===== config.mk =====
export PLATFORM = sky130hd
export DESIGN_NAME = scf_mix
export DESIGN_NICKNAME = d
export VERILOG_FILES = /design/src/rtl/scf_pkg.sv /design/src/rtl/scf_mix.sv
export SDC_FILE = /design/constraint.sdc
export NUM_CORES = 2
export LEC_CHECK = 0
export BUFFER_PORTS_ARGS = -buffer_cell sky130_fd_sc_hd__buf_2
export CAP_MARGIN = 30
export CORE_MARGIN = 2
export CORE_UTILIZATION = 50
export CTS_CLUSTER_SIZE = 20
export DETAILED_ROUTE_END_ITERATION = 8
export PLACE_DENSITY_LB_ADDON = 0.05
export SLEW_MARGIN = 20
export SYNTH_ARGS = -nofsm -noshare
export SYNTH_HDL_FRONTEND = slang
export SYNTH_SLANG_ARGS = --single-unit

===== constraint.sdc =====
create_clock -name clock -period 9.9 [get_ports clock]
set_input_delay 0.99 -clock clock [delete_from_list [all_inputs] [get_ports clock]]
set_output_delay 0.99 -clock clock [all_outputs]
set_load 0.02 [all_outputs]

===== src/rtl/scf_pkg.sv =====
`timescale 1ns / 1ps
`default_nettype none

package scf_pkg;

   // Q1.16 register values, 65536 meaning 1.0
   localparam int POS_W = 17;
   // Smoothed position and fades, Q1.24
   localparam int FADE_W = 25;
   // Gains, Q1.16
   localparam int GAIN_W = 17;

   localparam logic [POS_W-1:0]  POS_ONE   = 17'd65536;
   localparam logic [FADE_W-1:0] FADE_ONE  = 25'd16777216;
   localparam logic [FADE_W-1:0] FADE_HALF = 25'd8388608;

   // One-pole smoothing coefficient, 0.001 in Q0.24
   localparam logic [14:0] SMOOTH_COEF = 15'd16777;

   localparam int CSR_IDX_W = 2;
   localparam logic [CSR_IDX_W-1:0] REG_ENABLE = 2'd0;
   localparam logic [CSR_IDX_W-1:0] REG_TARGET = 2'd1;
   localparam logic [CSR_IDX_W-1:0] REG_CURVE  = 2'd2;

   // log2(1 + i/16) in Q16
   function automatic logic [16:0] log2_entry(input logic [4:0] idx);
      logic [16:0] val;
      case (idx)
         5'd0:    val = 17'd0;
         5'd1:    val = 17'd5732;
         5'd2:    val = 17'd11136;
         5'd3:    val = 17'd16248;
         5'd4:    val = 17'd21098;
         5'd5:    val = 17'd25711;
         5'd6:    val = 17'd30109;
         5'd7:    val = 17'd34312;
         5'd8:    val = 17'd38336;
         5'd9:    val = 17'd42196;
         5'd10:   val = 17'd45904;
         5'd11:   val = 17'd49472;
         5'd12:   val = 17'd52911;
         5'd13:   val = 17'd56229;
         5'd14:   val = 17'd59434;
         5'd15:   val = 17'd62534;
         default: val = 17'd65536;
      endcase
      return val;
   endfunction

   // 2^(i/16) in Q16
   function automatic logic [17:0] exp2_entry(input logic [4:0] idx);
      logic [17:0] val;
      case (idx)
         5'd0:    val = 18'd65536;
         5'd1:    val = 18'd68438;
         5'd2:    val = 18'd71468;
         5'd3:    val = 18'd74632;
         5'd4:    val = 18'd77936;
         5'd5:    val = 18'd81386;
         5'd6:    val = 18'd84990;
         5'd7:    val = 18'd88752;
         5'd8:    val = 18'd92682;
         5'd9:    val = 18'd96785;
         5'd10:   val = 18'd101070;
         5'd11:   val = 18'd105545;
         5'd12:   val = 18'd110218;
         5'd13:   val = 18'd115098;
         5'd14:   val = 18'd120194;
         5'd15:   val = 18'd125515;
         default: val = 18'd131072;
      endcase
      return val;
   endfunction

endpackage

`default_nettype wire


===== src/rtl/scf_mix.sv =====
`timescale 1ns / 1ps
`default_nettype none

// Merges the two lane gains: a*gain_a + b*gain_b per channel, rounded and saturated.
module scf_mix import scf_pkg::*; #(
   parameter int SAMPLE_BITS = 24
) (
   input  wire logic                          clock,
   input  wire logic                          reset,
   input  wire logic                          start,
   input  wire logic signed [SAMPLE_BITS-1:0] a_left,
   input  wire logic signed [SAMPLE_BITS-1:0] a_right,
   input  wire logic signed [SAMPLE_BITS-1:0] b_left,
   input  wire logic signed [SAMPLE_BITS-1:0] b_right,
   input  wire logic        [GAIN_W-1:0]      gain_a,
   input  wire logic        [GAIN_W-1:0]      gain_b,
   output logic                               done,
   output logic             [SAMPLE_BITS-1:0] mix_left,
   output logic             [SAMPLE_BITS-1:0] mix_right
);

   localparam int PROD_W = SAMPLE_BITS + GAIN_W + 1;
   localparam int SUM_W  = PROD_W + 1;
   localparam int SH_W   = SUM_W - 16;

   logic                          v1_ff, done_ff;
   logic signed [PROD_W-1:0]      pal_ff, par_ff, pbl_ff, pbr_ff;
   logic signed [SUM_W-1:0]       sum_l, sum_r;
   logic        [SAMPLE_BITS-1:0] mix_l_ff, mix_r_ff;
   logic signed [GAIN_W:0]        ga_s, gb_s;

   function automatic logic [SAMPLE_BITS-1:0] saturate(input logic [SH_W-1:0] v);
      logic [SH_W-SAMPLE_BITS:0] upper;
      logic [SAMPLE_BITS-1:0]    res;
      upper = v[SH_W-1:SAMPLE_BITS-1];
      if ((&upper) || !(|upper)) begin
         res = v[SAMPLE_BITS-1:0];
      end else if (v[SH_W-1]) begin
         res = {1'b1, {(SAMPLE_BITS-1){1'b0}}};
      end else begin
         res = {1'b0, {(SAMPLE_BITS-1){1'b1}}};
      end
      return res;
   endfunction

   assign ga_s = $signed({1'b0, gain_a});
   assign gb_s = $signed({1'b0, gain_b});

   always_comb begin
      sum_l = SUM_W'(pal_ff) + SUM_W'(pbl_ff) + SUM_W'(32768);
      sum_r = SUM_W'(par_ff) + SUM_W'(pbr_ff) + SUM_W'(32768);
   end

   always_ff @(posedge clock) begin
      if (reset) begin
         v1_ff   <= 1'b0;
         done_ff <= 1'b0;
      end else begin
         v1_ff   <= start;
         done_ff <= v1_ff;
      end
   end

   always_ff @(posedge clock) begin
      if (start) begin
         pal_ff <= a_left * ga_s;
         par_ff <= a_right * ga_s;
         pbl_ff <= b_left * gb_s;
         pbr_ff <= b_right * gb_s;
      end
      if (v1_ff) begin
         // Arithmetic shift by 16 is the floor of the division
         mix_l_ff <= saturate(sum_l[SUM_W-1:16]);
         mix_r_ff <= saturate(sum_r[SUM_W-1:16]);
      end
   end

   assign done      = done_ff;
   assign mix_left  = mix_l_ff;
   assign mix_right = mix_r_ff;

endmodule

`default_nettype wire


After elaboration in Yosys (flattened, before gate mapping)
Index checks and enable logic that the tools add are counted.
W data, S select, Z words.
{"block": "word_totals", "regBits": 218, "in_bits": 133, "out_inout_bits": 49, "elab_cells": 28}
{"block": "op_classes", "n_addsub": 4, "n_mul": 4, "mux": 4, "reduce_logical": 8}
{"cell": "$mul A24 B18 Y42", "n": 4}
{"cell": "$mux W24", "n": 4}
{"cell": "$add A42 B42 Y43", "n": 2}
{"cell": "$add A43 B17 Y43 const B", "n": 2}
{"cell": "$reduce_and A4 Y1", "n": 2}
{"cell": "$reduce_or A4 Y1", "n": 2}
{"cell": "$logic_not A1 Y1", "n": 2}
{"cell": "$logic_or A1 B1 Y1", "n": 2}

Logic depth before layout (Yosys ltp)
{"block": "depth", "ltp_word": 6, "ltp_mapped": 28, "depth_no_buf": 26}

Worst setup path before layout
OpenSTA, ideal clock, no wires.
{"block": "synth_path", "path_type": "input -> register", "startpoint": "input gain_b[9]", "endpoint": "register pbl_ff[40] (data pin)", "setup_time_ns": 0.262, "arrival_time_ns": 7.256, "required_ns": 9.638, "path_slack_ns": 2.382, "cell_stages": 25, "path_buffers": 2, "cell_sequence": "clkbuf_1 -> clkbuf_1 -> nand2_1 -> fa_1 -> inv_1 -> fa_1 -> fa_1 -> fa_1 -> fa_1 -> inv_1 -> fa_1 -> inv_1 -> ha_1 -> and3_1 -> and4_1 -> and3_1 -> and3_1 -> a32oi_1 -> a31oi_1 -> a2111oi_0 -> o21bai_1 -> a21o_1 -> a21oi_1 -> o21bai_1 -> xor2_1"}
{"block": "synth_between", "elab_chain_cells": 1}
{"element": "start, declared", "line": "scf_mix.sv:16", "source": "input wire logic [GAIN_W-1:0] gain_b,"}
{"element": "$mul A24 B18 Y42", "line": "scf_mix.sv:68", "source": "pbl_ff <= b_left * gb_s;"}
{"element": "end signal, assigned", "line": "scf_mix.sv:68"}
{"element": "end, declared", "line": "scf_mix.sv:27", "source": "logic signed [PROD_W-1:0] pal_ff, par_ff, pbl_ff, pbr_ff;"}
Every way passes these cells.
A chain may end at the register's enable or synchronous reset.

Worst setup path after layout
{"block": "layout_path", "startpoint": "input gain_a[4]", "endpoint": "register par_ff[40] (data pin)"}
{"block": "layout_between", "elab_chain_cells": 1}
{"element": "start, declared", "line": "scf_mix.sv:15", "source": "input wire logic [GAIN_W-1:0] gain_a,"}
{"element": "$mul A24 B18 Y42", "line": "scf_mix.sv:67", "source": "par_ff <= a_right * ga_s;"}
{"element": "end signal, assigned", "line": "scf_mix.sv:67"}
{"element": "end, declared", "line": "scf_mix.sv:27"}
Every way passes these cells.

==> impl_metrics.tcl <==
set metrics [dict create \
    crit_path_start_kind "input port" \
    ctsHoldBuffers 0 \
    root_buffer "clkbuf_16" \
    final_common_cell "inv_1" \
    use_met3 0.0250 \
    path_buf_inv 4 \
    grt_pass1_vias 52300 \
    layout-drive-gt1-share 0.0379 \
    port_buffers 181 \
    fin_ws_ps 2050 \
    clockBufferDepth 3 \
    crit_chain "buf_2 -> buf_4 -> and2_1 -> fa_1 -> inv_1 -> fa_1 -> fa_1 -> fa_1 -> inv_1 -> fa_1 -> fa_1 -> ha_1 -> a21o_1 -> a21o_1 -> a21o_1 -> a221o_1 -> a221o_1 -> o32ai_4 -> o41ai_1 -> o41a_1 -> a211oi_1 -> nor2b_1 -> nor2_1 -> xnor2_1" \
    criticalPathCategory "in -> reg" \
    setup_viol 0 \
    drt-initial-drc-count 2168 \
    synth_cells 7392 \
    grt_max_degree 68 \
    utilization 0.529 \
    hold_violations 0 \
    critPathMaxStageDelay_ps 600 \
    wire_per_inst_um 18.5 \
    dpl.hpwl_mm 137 \
    yosysUniqueCellTypes 72 \
    pre_cts_ws_ps 1500 \
    outcome "finished clean" \
    grt_overflow 0 \
    cp-end-kind "flop" \
    cp_top_family "adder cells" \
    cp.arrival_ps 8140 \
    die_h_um 377 \
    worstPathMaxFanout 33 \
    worstSkewPairLatency_ps 530 \
    drc 0 \
    antenna_found_initial 1 \
    detail_route.first_pass.iterations 6 \
    grt_use_met2 0.447 \
    die_w_um 377 \
    busiest_layer "met2" \
    final_cell_mix "inv_1 (1999), fa_1 (1604), nand2_1 (873), and2_1 (829), ha_1 (570)" \
    yosys_warnings 0 \
    synth_edf_count 216 \
    dieArea_um2 142000 \
    finalNetCount 9658 \
    final_antenna_net_count 0 \
    hold_path_class "reg -> reg" \
    finalMaxSlewViolations 0 \
    synth_nets 9699 \
    ys.flop_type "edfxtp_1" \
    critical_path_required_ps 10180 \
    num_vias 47000 \
    core_um2 138000 \
    fp-row-count 136 \
    rsz0062_at_grt "false" \
    worstMarginPinSlew_ps 959 \
    crit_top_cell "fa_1" \
    ys_seq_elements 218 \
    syn2layout_area_growth_pct 4.68 \
    synth_area_um2 69700 \
    cts.clk_slew.worst_paths_ps 70 \
    min_period_ps 7850 \
    initial_utilization 0.505 \
    max_slew_margin 0.360 \
    finalWeightedCongestion 0.842 \
    tns_ps 0 \
    n_fill_cell 12900 \
    cap_violations 0 \
    finalCritPeriodShare 0.793 \
    seqCellArea_um2 6530 \
    htree_levels 1 \
    numCtsBuffers 22 \
    post_cts_resized 0 \
    multiInputGateArea_um2 54500 \
    boundaryPins 182 \
    grt_usage 0.252 \
    synth-async-reset-ratio 0 \
    grt_use_met1 0.341 \
    clock_skew_ps 12.5 \
    avgSynthCellArea_um2 9.42 \
    fmax_mhz 127 \
    synth_seq_area_share 0.0937 \
    grt_pass1_wl_mm 282 \
    postCtsSetupBuffers 0 \
    crit_slowest_cell "buf_2" \
    viasPerCell 5.13 \
    cts_tree "done" \
    routed_wirelength_mm 170 \
    clock-sinks 218 \
]
[through the flow]
step	area (µm²)	cells	hold WS, ps
after floorplan	69700	7392	807
after global placement	72000	9114	550
after detailed placement	72100	9117	546
after CTS	72800	9157	559
after global routing	72900	9161	572
final	72900	9162	554
[worst register-to-register path, cell delays in order (launching register included)]
cell	delay, ps
edfxtp_1	370
ha_1	310
ha_1	310
a21oi_1	200
nand2_1	90
a2111oi_1	570
a31o_1	240
nand2_1	160
a41oi_2	310
o31ai_1	190
a311oi_1	340
xnor2_1	190
a31oi_2	780
o21ai_1	250
[area by class of cell]
type,count,share of cell area
multi-input cells,4886,0.748
inverters,1999,0.103
flip-flops and latches,218,0.0895
well taps,1794,0.0308
repair buffers,224,0.0187
clock buffers,29,0.00820
clock inverters,11,0.00211
diodes,1,0.0000343
[worst paths after layout]
check | slack, ps | startpoint | depth (start not counted) | endpoint
worst max register to register | 5290 | par_ff[9] | 13 | mix_right[6]
worst max-delay path | 2050 | gain_a[4] | 24 | par_ff[40]
worst min-delay path | 550 | v1_ff | 0 | mix_right[4]
worst min register to register | 550 | v1_ff | 0 | mix_right[4]
[cells in the mapped netlist (4+ instances only)]
cell type | n | area share
a2111oi_0 | 5 | 0.00063
a211oi_1 | 13 | 0.0014
a21o_1 | 152 | 0.016
a21oi_1 | 168 | 0.012
a221o_1 | 5 | 0.00072
a31o_2 | 7 | 0.00088
a31oi_1 | 15 | 0.0013
and2_1 | 829 | 0.074
and3_1 | 22 | 0.0020
and4_1 | 4 | 0.00050
buf_2 | 5 | 0.00036
clkbuf_1 | 282 | 0.015
edfxtp_1 | 216 | 0.093
fa_1 | 1604 | 0.46
ha_1 | 570 | 0.10
inv_1 | 1999 | 0.11
nand2_1 | 873 | 0.047
nand2b_1 | 25 | 0.0022
nand3_1 | 22 | 0.0016
nand4_1 | 18 | 0.0016
nor2_1 | 80 | 0.0043
nor2b_1 | 23 | 0.0021
nor3_1 | 17 | 0.0012
o2111ai_1 | 5 | 0.00063
o211ai_1 | 5 | 0.00054
o21a_1 | 13 | 0.0014
o21ai_0 | 54 | 0.0039
o21ai_1 | 35 | 0.0025
o21bai_1 | 23 | 0.0025
o31ai_1 | 9 | 0.00097
or2_2 | 4 | 0.00036
or3_1 | 10 | 0.00090
xnor2_1 | 153 | 0.019
xor2_1 | 64 | 0.0080
[flip-flops by register name, summed over array words and instances (netlist names)]
name       cells
pbr_ff        42
pal_ff        42
par_ff        42
done           1
mix_right     24
mix_left      24
pbl_ff        42
v1_ff          1
[layer usage]
metal,up-vias,wire (µm)
met5,-,0
met4,0,2640
met3,167,6880
met2,936,86000
met1,24400,74100
li1,21500,-
[cell families (layout without fill, tap and decap cells)]
group           after synthesis  count (layout)  share of synthesized area
other cells                   0               1                          0
compound gates              558             558                     0.0528
buf+inv                    2288            2263                      0.123
fa+ha+maj                  2174            2174                      0.563
xor+xnor                    217             217                     0.0273
simple gates               1934            1934                      0.139
mux                           3               3                   0.000431
flops                       218             218                     0.0937
Power is not shown: default switching activity piles up to over one toggle a cycle in this logic, so the estimate is an artifact.
