$ cat src/rtl/scf_pkg.sv
`timescale 1ns / 1ps
`default_nettype none

package scf_pkg;

   // Q1.16 register values, 65536 meaning 1.0
   localparam int POS_W = 17;
   // Smoothed position and fades, Q1.24
   localparam int FADE_W = 25;
   // Gains, Q1.16
   localparam int GAIN_W = 17;

   localparam logic [POS_W-1:0]  POS_ONE   = 17'd65536;
   localparam logic [FADE_W-1:0] FADE_ONE  = 25'd16777216;
   localparam logic [FADE_W-1:0] FADE_HALF = 25'd8388608;

   // One-pole smoothing coefficient, 0.001 in Q0.24
   localparam logic [14:0] SMOOTH_COEF = 15'd16777;

   localparam int CSR_IDX_W = 2;
   localparam logic [CSR_IDX_W-1:0] REG_ENABLE = 2'd0;
   localparam logic [CSR_IDX_W-1:0] REG_TARGET = 2'd1;
   localparam logic [CSR_IDX_W-1:0] REG_CURVE  = 2'd2;

   // log2(1 + i/16) in Q16
   function automatic logic [16:0] log2_entry(input logic [4:0] idx);
      logic [16:0] val;
      case (idx)
         5'd0:    val = 17'd0;
         5'd1:    val = 17'd5732;
         5'd2:    val = 17'd11136;
         5'd3:    val = 17'd16248;
         5'd4:    val = 17'd21098;
         5'd5:    val = 17'd25711;
         5'd6:    val = 17'd30109;
         5'd7:    val = 17'd34312;
         5'd8:    val = 17'd38336;
         5'd9:    val = 17'd42196;
         5'd10:   val = 17'd45904;
         5'd11:   val = 17'd49472;
         5'd12:   val = 17'd52911;
         5'd13:   val = 17'd56229;
         5'd14:   val = 17'd59434;
         5'd15:   val = 17'd62534;
         default: val = 17'd65536;
      endcase
      return val;
   endfunction

   // 2^(i/16) in Q16
   function automatic logic [17:0] exp2_entry(input logic [4:0] idx);
      logic [17:0] val;
      case (idx)
         5'd0:    val = 18'd65536;
         5'd1:    val = 18'd68438;
         5'd2:    val = 18'd71468;
         5'd3:    val = 18'd74632;
         5'd4:    val = 18'd77936;
         5'd5:    val = 18'd81386;
         5'd6:    val = 18'd84990;
         5'd7:    val = 18'd88752;
         5'd8:    val = 18'd92682;
         5'd9:    val = 18'd96785;
         5'd10:   val = 18'd101070;
         5'd11:   val = 18'd105545;
         5'd12:   val = 18'd110218;
         5'd13:   val = 18'd115098;
         5'd14:   val = 18'd120194;
         5'd15:   val = 18'd125515;
         default: val = 18'd131072;
      endcase
      return val;
   endfunction

endpackage

`default_nettype wire

$ cat src/rtl/scf_gain_lane.sv
`timescale 1ns / 1ps
`default_nettype none

// Turns one fade into a gain, either linearly or through the log2/exp2 power curve.
module scf_gain_lane import scf_pkg::*; (
   input  wire logic              clock,
   input  wire logic              reset,
   input  wire logic              start,
   input  wire logic [FADE_W-1:0] fade,
   input  wire logic [POS_W-1:0]  curve,
   output logic                   ready,
   output logic [GAIN_W-1:0]      gain
);

   localparam logic [2:0] L_IDLE  = 3'd0;
   localparam logic [2:0] L_NORM  = 3'd1;
   localparam logic [2:0] L_LOG   = 3'd2;
   localparam logic [2:0] L_POW   = 3'd3;
   localparam logic [2:0] L_EXP   = 3'd4;
   localparam logic [2:0] L_SHIFT = 3'd5;

   logic [2:0]        state_ff, state_in;
   logic [FADE_W-1:0] mant_ff, mant_in;
   logic [4:0]        z_ff, z_in;
   logic [20:0]       nl_ff, nl_in;
   logic [22:0]       n_ff, n_in;
   logic [17:0]       r_ff, r_in;
   logic [4:0]        q_ff, q_in;
   logic [GAIN_W-1:0] gain_ff, gain_in;

   logic [FADE_W:0]   lin_sum;
   logic [4:0]        log_i;
   logic [16:0]       log_lo, log_hi;
   logic [12:0]       log_diff;
   logic [32:0]       log_prod;
   logic [16:0]       lg;
   logic [17:0]       expo;
   logic [38:0]       pow_sum;
   logic [6:0]        q_full;
   logic [16:0]       g;
   logic [4:0]        exp_j;
   logic [17:0]       exp_lo, exp_hi;
   logic [12:0]       exp_diff;
   logic [24:0]       exp_prod;
   logic [18:0]       sh_sum;
   logic [18:0]       sh_val;

   always_comb begin
      lin_sum  = {1'b0, fade} + (FADE_W+1)'(128);

      // Mantissa in [1,2): table index from the top four fraction bits
      log_i    = {1'b0, mant_ff[23:20]};
      log_lo   = log2_entry(log_i);
      log_hi   = log2_entry(log_i + 5'd1);
      log_diff = 13'(log_hi - log_lo);
      log_prod = log_diff * mant_ff[19:0];
      lg       = log_lo + 17'(log_prod[32:20]);

      expo     = 18'd65536 + {curve, 1'b0};
      pow_sum  = 39'(nl_ff * expo) + 39'd32768;

      q_full   = n_ff[22:16];
      g        = 17'd65536 - {1'b0, n_ff[15:0]};
      exp_j    = g[16:12];
      exp_lo   = exp2_entry(exp_j);
      exp_hi   = exp2_entry(exp_j + 5'd1);
      exp_diff = 13'(exp_hi - exp_lo);
      exp_prod = exp_diff * g[11:0];

      sh_sum   = {1'b0, r_ff} + (19'd1 << q_ff);
      sh_val   = sh_sum >> (q_ff + 5'd1);
   end

   always_comb begin
      state_in = state_ff;
      mant_in  = mant_ff;
      z_in     = z_ff;
      nl_in    = nl_ff;
      n_in     = n_ff;
      r_in     = r_ff;
      q_in     = q_ff;
      gain_in  = gain_ff;
      unique case (state_ff)
         L_IDLE: begin
            if (start) begin
               if (curve == '0) begin
                  gain_in = lin_sum[FADE_W-1:8];
               end else if (fade == '0) begin
                  gain_in = '0;
               end else begin
                  mant_in  = fade;
                  z_in     = '0;
                  state_in = L_NORM;
               end
            end
         end
         L_NORM: begin
            // Coarse steps of eight while the top byte is empty, then single bits
            if (mant_ff[FADE_W-1]) begin
               state_in = L_LOG;
            end else if (mant_ff[FADE_W-1:FADE_W-8] == '0) begin
               mant_in = mant_ff << 8;
               z_in    = z_ff + 5'd8;
            end else begin
               mant_in = mant_ff << 1;
               z_in    = z_ff + 5'd1;
            end
         end
         L_LOG: begin
            nl_in    = {z_ff, 16'd0} - {4'd0, lg};
            state_in = L_POW;
         end
         L_POW: begin
            n_in     = pow_sum[38:16];
            state_in = L_EXP;
         end
         L_EXP: begin
            if (q_full > 7'd17) begin
               gain_in  = '0;
               state_in = L_IDLE;
            end else begin
               q_in     = q_full[4:0];
               r_in     = g[16] ? exp2_entry(5'd16) : exp_lo + 18'(exp_prod[24:12]);
               state_in = L_SHIFT;
            end
         end
         L_SHIFT: begin
            gain_in  = sh_val[GAIN_W-1:0];
            state_in = L_IDLE;
         end
         default: begin
            state_in = L_IDLE;
         end
      endcase
   end

   always_ff @(posedge clock) begin
      if (reset) begin
         state_ff <= L_IDLE;
      end else begin
         state_ff <= state_in;
      end
   end

   always_ff @(posedge clock) begin
      mant_ff <= mant_in;
      z_ff    <= z_in;
      nl_ff   <= nl_in;
      n_ff    <= n_in;
      r_ff    <= r_in;
      q_ff    <= q_in;
      gain_ff <= gain_in;
   end

   assign ready = (state_ff == L_IDLE);
   assign gain  = gain_ff;

endmodule

`default_nettype wire

$ cat config.mk
export PLATFORM = sky130hd
export DESIGN_NAME = scf_gain_lane
export DESIGN_NICKNAME = d
export VERILOG_FILES = /design/src/rtl/scf_pkg.sv /design/src/rtl/scf_gain_lane.sv
export SDC_FILE = /design/constraint.sdc
export NUM_CORES = 2
export LEC_CHECK = 0
export BUFFER_PORTS_ARGS = -buffer_cell sky130_fd_sc_hd__clkbuf_2
export CAP_MARGIN = 20
export CORE_MARGIN = 2
export CORE_UTILIZATION = 55
export CTS_BUF_LIST = sky130_fd_sc_hd__clkbuf_16
export CTS_CLUSTER_DIAMETER = 100
export DETAILED_ROUTE_END_ITERATION = 10
export PLACE_DENSITY = 0.74
export SYNTH_ARGS = -nofsm -noshare
export SYNTH_HDL_FRONTEND = slang
export SYNTH_SLANG_ARGS = --single-unit
$ cat constraint.sdc
create_clock -name clock -period 10.3 [get_ports clock]
set_input_delay 2.575 -clock clock [delete_from_list [all_inputs] [get_ports clock]]
set_output_delay 2.575 -clock clock [all_outputs]
set_load 0.005 [all_outputs]
# --- Word level (Yosys, flattened, before mapping) ---
# Memory sizes are Yosys's and may differ from the RTL's. A register that Yosys moved wholly into a read port is not among the register bits.
# Cells that the tools add are included.
classes:
  bitwise: 1
  mul: 3
  addsub: 15
  n_lt_le_gt_ge: 1
  n_eq_ne: 12
  reduce_logical: 11
  mux: 27
  n_shift: 2
op_table:
  columns: ["operator", "n"]
  rows:
  - ["two-way mux 25 bit", 5]
  - ["two-way mux 17 bit", 4]
  - ["case mux 17 bit (3 select lines)", 1]
  - ["case mux 25 bit (2 select lines)", 1]
  - ["adder 39 x 16 -> 39 bit (second input constant)", 1]
  - ["multiplier 21 x 18 -> 39 bit", 1]
  - ["multiplier 13 x 20 -> 33 bit", 1]
  - ["two-way mux 13 bit", 2]
  - ["subtractor 13 bit", 2]
  - ["adder 25 x 8 -> 25 bit (second input constant)", 1]
  - ["zero test 25 bit", 1]
  - ["multiplier 13 x 12 -> 25 bit", 1]
  - ["two-way mux 5 bit", 5]
  - ["subtractor 21 x 17 -> 21 bit", 1]
  - ["adder 18 x 19 -> 19 bit", 1]
  - ["<< shifter 1 x 5 -> 19 bit (first input constant)", 1]
  - ["right shift 19 x 5 -> 17 bit", 1]
  - ["adder 17 x 18 -> 18 bit (first input constant)", 1]
  - ["adder 18 x 13 -> 18 bit", 1]
  - ["two-way mux 18 bit", 1]
  - ["adder 17 x 13 -> 17 bit", 1]
  - ["zero test 17 bit", 1]
  - ["subtractor 17 x 16 -> 17 bit (first input constant)", 1]
  - ["adder 5 x 1 -> 5 bit (second input constant)", 3]
  - ["20 further kinds", 33]
totals:
  reg_bits: 117
  n_memories: 4
  romBits: 1024
  output_inout_bits: 18
  word_cells: 85
mem_list:
  columns: ["memory", "words", "word_bits", "read_ports", "rd_clocked_by_memory_dff", "write_ports", "line_no", "rtl"]
  rows:
  - ["(no name shown)", 16, 16, 1, 1, 0, "scf_pkg.sv:28", "case (idx)"]
  - ["(no name shown)", 16, 16, 1, 0, 0, "scf_pkg.sv:28", null]
  - ["(no name shown)", 16, 16, 1, 0, 0, "scf_pkg.sv:53", "case (idx)"]
  - ["(no name shown)", 16, 16, 1, 0, 0, "scf_pkg.sv:53", null]

# --- Longest topological paths before layout ---
# An unclocked memory read counts as a cell.
depth:
  ltp_word: 7
  depth_mapped: 52

# --- Worst setup path after synthesis ---
# Ideal clock, no wire load.
synth_timing:
  path_kind: "register to register"
  start: "register n_ff[6]"
  end: "register r_ff[14], data pin"
  required_time_ps: 10038
  path_slack_ps: -913
  setup_time_ps: 262
  stages_incl_launch_ff: 49
  synth_period_minus_slack_ps: 11213
  t_arrival_ps: 10952
  path_cell_list: "edfxtp_1 nor3_4 and3_1 nand2_1 nor2_1 xnor2_1 ha_1 clkbuf_1 xnor2_1 a21oi_1 nand2_1 o21ai_0 a221oi_1 ha_1 nor2b_1 o21ai_0 a21boi_0 o21ai_0 (+13 left out) fa_1 ha_1 a41oi_1 o21ai_0 a2111oi_0 a21oi_1 or2_2 a21oi_1 nor2b_1 nor3_1 nor2_1 ha_1 o41ai_1 o21ai_0 or3_1 a21oi_1 nor3_1 xnor2_1"
synth_between:
  elab_chain_len: 7
  word_cells_on_any_way: 9
synth_lines:
  columns: ["item", "line_no", "rtl"]
  rows:
  - ["start: declaration", "scf_gain_lane.sv:26", "logic [22:0] n_ff, n_in;"]
  - ["start signal: assignment", "scf_gain_lane.sv:149", "n_ff <= n_in;"]
  - ["subtractor 17 x 16 -> 17 bit *", "scf_gain_lane.sv:63", "g = 17'd65536 - {1'b0, n_ff[15:0]};"]
  - ["adder 5 x 1 -> 5 bit", "scf_gain_lane.sv:66", "exp_hi = exp2_entry(exp_j + 5'd1);"]
  - ["memory read (16 x 16 bit)", null, null]
  - ["two-way mux 13 bit", "scf_pkg.sv:53", null]
  - ["subtractor 13 bit", "scf_gain_lane.sv:67", "exp_diff = 13'(exp_hi - exp_lo);"]
  - ["multiplier 13 x 12 -> 25 bit", "scf_gain_lane.sv:68", "exp_prod = exp_diff * g[11:0];"]
  - ["adder 18 x 13 -> 18 bit", "scf_gain_lane.sv:123", "r_in = g[16] ? exp2_entry(5'd16) : exp_lo + 18'(exp_prod[24:12]);"]
  - ["end signal: assignment", "scf_gain_lane.sv:150", "r_ff <= r_in;"]
  - ["end: declaration", "scf_gain_lane.sv:27", "logic [17:0] r_ff, r_in;"]
# Every way passes the cells marked *; elsewhere a longest branch is shown, timed or not.
# A chain may end at the register's enable or synchronous reset.

# --- Worst setup path in the final report ---
layout_timing:
  start: "register mant_ff[21]"
  end: "register nl_ff[20], data pin"
layout_between:
  elab_chain_len: 7
layout_lines:
  columns: ["item", "line_no", "rtl"]
  rows:
  - ["start: declaration", "scf_gain_lane.sv:23", "logic [FADE_W-1:0] mant_ff, mant_in;"]
  - ["start signal: assignment", "scf_gain_lane.sv:146", "mant_ff <= mant_in;"]
  - ["adder 4 x 1 -> 5 bit *", "scf_gain_lane.sv:54", "log_hi = log2_entry(log_i + 5'd1);"]
  - ["memory read (16 x 16 bit)", null, null]
  - ["two-way mux 13 bit *", "scf_pkg.sv:28", null]
  - ["subtractor 13 bit *", "scf_gain_lane.sv:55", "log_diff = 13'(log_hi - log_lo);"]
  - ["multiplier 13 x 20 -> 33 bit *", "scf_gain_lane.sv:56", "log_prod = log_diff * mant_ff[19:0];"]
  - ["adder 17 x 13 -> 17 bit *", "scf_gain_lane.sv:57", "lg = log_lo + 17'(log_prod[32:20]);"]
  - ["subtractor 21 x 17 -> 21 bit *", "scf_gain_lane.sv:110", "nl_in = {z_ff, 16'd0} - {4'd0, lg};"]
  - ["end signal: assignment", "scf_gain_lane.sv:148", "nl_ff <= nl_in;"]
  - ["end: declaration", "scf_gain_lane.sv:25", "logic [20:0] nl_ff, nl_in;"]
# Marked as above.

==> results list <==
- Result of the run: finished, violations left
- The final reports fail on negative setup slack.
- EDFF count, synth: approximately 110
- Counting along the longest clock path gives a buffer depth of 2.
* Core Rows: between 90 and 100
* Number of register bits inferred by synthesis: between 100 and 150
- Synth Area per Inst: between 8 and 9 sq um
- The later pin in the worst-skew pair is clocked with a latency of between 400 and 500 ps.
- In the synthesized netlist the async set-or-reset flop fraction comes to 0.
- Area added between synthesis and finish: 15.12%
- Number of antenna violations at the first check in global routing: 0
* Clock tree skew after final layout: around 11 ps
* Fillcell total: roughly 5200
* Req. time, crit path: ~11000 ps
- Total placed cells including tap cells: between 5000 and 6000
- Boundary pin count: 63
* Max frequency: 0.09345 GHz
* Final core area utilization: 0.6412
- Aggregate negative setup slack: -2737 ps
* Most common flop cell mapped by yosys: edfxtp_1
- Worst path setup slack after routing: -400.4 ps
- Iteration-0 DRC count of the detailed router: 1973
- In this run, CTS created clock tree buffers numbering 17.
- Number of nets still failing antenna checks after routing: 0
- The number of slew-limit violations in the final report was 0.
- Number of instances in the synthesized netlist: approximately 4100
* Element type at the critical path start: register
- Post-layout net count: about 5400
- The critical path is of the reg -> reg type.
- The largest single stage delay on the critical path is approximately 550 ps.
* Via count: between 20000 and 30000
- Initial cell density of the core: 0.5570
* Clock transition time at the flip-flop clock pins of the worst setup and hold paths: 70 ps
- The repair_antennas step left the layout with diodes totalling 0.
- After layout, the minimum clock period comes to ~11000 ps.
* Vias in the first global route: roughly 31000
- Total Wirelength: 92860 um
- TritonCTS built the clock tree.
- On the critical path, the stage with the largest delay is an instance of fa_2.
- Setup violations remaining at the end of the flow were counted as 9.
- The HPWL after detailed placement is ~73000 um.
- Placed Instance Area: slightly below 0.04 sq mm
* Slew of the pin with the lowest slew margin: between 1000 and 1500 ps
* Library cell appearing most often on the critical path: o21ai_2
- The first detailed-routing pass ran for 6 iterations.
- The floorplan step defined a die boundary enclosing around 0.067 sq mm.
- Grt ovf: 0
* Worst Hold Class: reg -> reg
* Count of cells along the worst hold path: 0
- Setup repair after global routing could not meet its margin everywhere.
* Maximum Capacitance Violations: 0
* Synth unique cells: 84
* Global-route wire length before repair: about 150000 um
* Netlist area before placement: 0.03597 sq mm
- Number of DRC violations after detailed routing: 0
* Post-CTS Hold Buffers: 0
* Share of post-route cells with drive strength above 1: 0.1605
- After floorplanning, the core was sized to cover 0.06458 sq mm.
- Entering global routing, the biggest net connects 42 pins.
- R2R cell count: 51
- Maximum fanout along the worst path: 8
* Portion of the post-synthesis area used by sequential elements: 0.1057
- STA classifies the critical path endpoint as a register.
- CP arrival: between 10000 and 15000 ps
- H-tree depth reported by CTS: 4
- Hold violation count in the final report: 0
- Clock tree synthesis selected as its root buffer the cell clkbuf_16.
- GRT Util Overall: 0.2794
- Of the available clock period, the critical path in the final layout requires 1.039.
- For this run, the number of standard cells in the final layout without fillers is 5273.
* DR vias/cell: 5.603
- The die is between 200 and 300 um tall.
- Avg WL per Cell: between 15 and 20 um
* Number of buffer cells added on primary ports: 62
- Count of yosys warnings during synthesis: 0
* Syn_nets: 5152
- Routability-driven placement finished with a final weighted congestion of 0.9501.
- Counting every sink on the clock net gives between 100 and 150.
- Max transition margin: 0.1551
- Floorplan die width: roughly 260 um
* Final non-filler cell area: 0.04141 sq mm
cell usage after synthesis, drive strengths merged, types with 19 or more instances:
| cell type | instances | area share |
|---|---|---|
| nor2b | 48 | 0.0083 |
| and3 | 27 | 0.0047 |
| nor3 | 54 | 0.0078 |
| edfxtp | 114 | 0.095 |
| xor2 | 66 | 0.016 |
| o211ai | 21 | 0.0044 |
| a21o | 39 | 0.0081 |
| and2 | 258 | 0.045 |
| nand2b | 80 | 0.014 |
| nand3 | 58 | 0.0081 |
| o21a | 20 | 0.0042 |
| mux2i | 36 | 0.010 |
| fa | 595 | 0.33 |
| a211oi | 26 | 0.0054 |
| a21oi | 126 | 0.018 |
| o21ai | 110 | 0.015 |
| dfxtp | 19 | 0.011 |
| inv | 708 | 0.074 |
| xnor2 | 98 | 0.025 |
| ha | 377 | 0.13 |
| nand2 | 607 | 0.063 |
| clkbuf | 167 | 0.017 |
| nor2 | 209 | 0.022 |
cells in the final DEF (no fill, tap or decap), types with 21 or more instances in the layout:
cell,instances
nand2_1,596
a21o_1,39
mux2i_1,29
edfxtp_1,114
xor2_1,63
nor3_1,46
ha_1,352
nor2b_1,44
xnor2_1,82
nand2b_1,78
a21oi_1,102
a211oi_1,22
inv_1,695
o211ai_1,21
nand3_1,50
fa_1,587
and3_1,25
and2_1,253
o21ai_0,84
nor2_1,197
buf_4,346
clkbuf_2,62
metrics by stage:
step	setup slack, ps	hold slack [ps]
after floorplan	-2.784	400.3
after global placement	-245.1	403.1
after detailed placement	-521.1	410.7
after CTS	-181.0	424.5
after global routing	-796.0	437.7
final	-400.4	417.6
registers in the layout, summed over array words and instances, names as in the netlist:
| signal | cells |
|---|---|
| r_ff | 18 |
| gain | 17 |
| n_ff | 23 |
| nl_ff | 21 |
| state_ff | 3 |
| mant_ff | 25 |
| log_lo | 16 |
| q_ff | 5 |
| z_ff | 5 |
critical path: cells and delay by family, from the launching register on:
family	cells	cell delay, ps
compound gates	22	3780
xor+xnor	3	320
fa+ha+maj	10	3650
buf+inv	7	650
flops	1	500
simple gates	9	1500
worst paths after layout:
check / startpoint / endpoint / slack [ps]
max: mant_ff[21] / nl_ff[20] / -400
min: n_ff[16] / q_ff[0] / 420
max reg2reg: mant_ff[21] / nl_ff[20] / -400
min reg2reg: n_ff[16] / q_ff[0] / 420
metal layers:
layer  vias up  part of all wire  global-route usage
met3       158             0.068             0.04805
met4         0             0.026             0.07822
met2       993              0.49              0.4787
met1     14690              0.41              0.3641
met5         -                 0                   0
li1      13700                 -                   -
layout make-up:
class	count	area [sq um]	area share
multi-input combinational	3116	30080	0.7264
tap	855	1070	0.02583
sequential	133	3804	0.09185
clock inverter	15	190.2	0.004593
clock buffer	17	425.4	0.01027
timing repair buffer	428	3174	0.07665
inverter	709	2665	0.06436
timing repair:
action                     4_1_cts  5_1_grt
pin swaps                       82      130
setup endpoints to repair       19       25
setup buffers                   33       37
resized for setup              104      152
cells by family after synthesis:
| logic type | synth area share |
|---|---|
| fa+ha+maj | 0.4622 |
| mux | 0.01701 |
| buf+inv | 0.09266 |
| compound gates | 0.09085 |
| flops | 0.1057 |
| simple gates | 0.1908 |
| xor+xnor | 0.04066 |
Power is left out: the tool's default activity adds up to more than one toggle a clock period on the data nets, which glitch-free logic cannot reach.
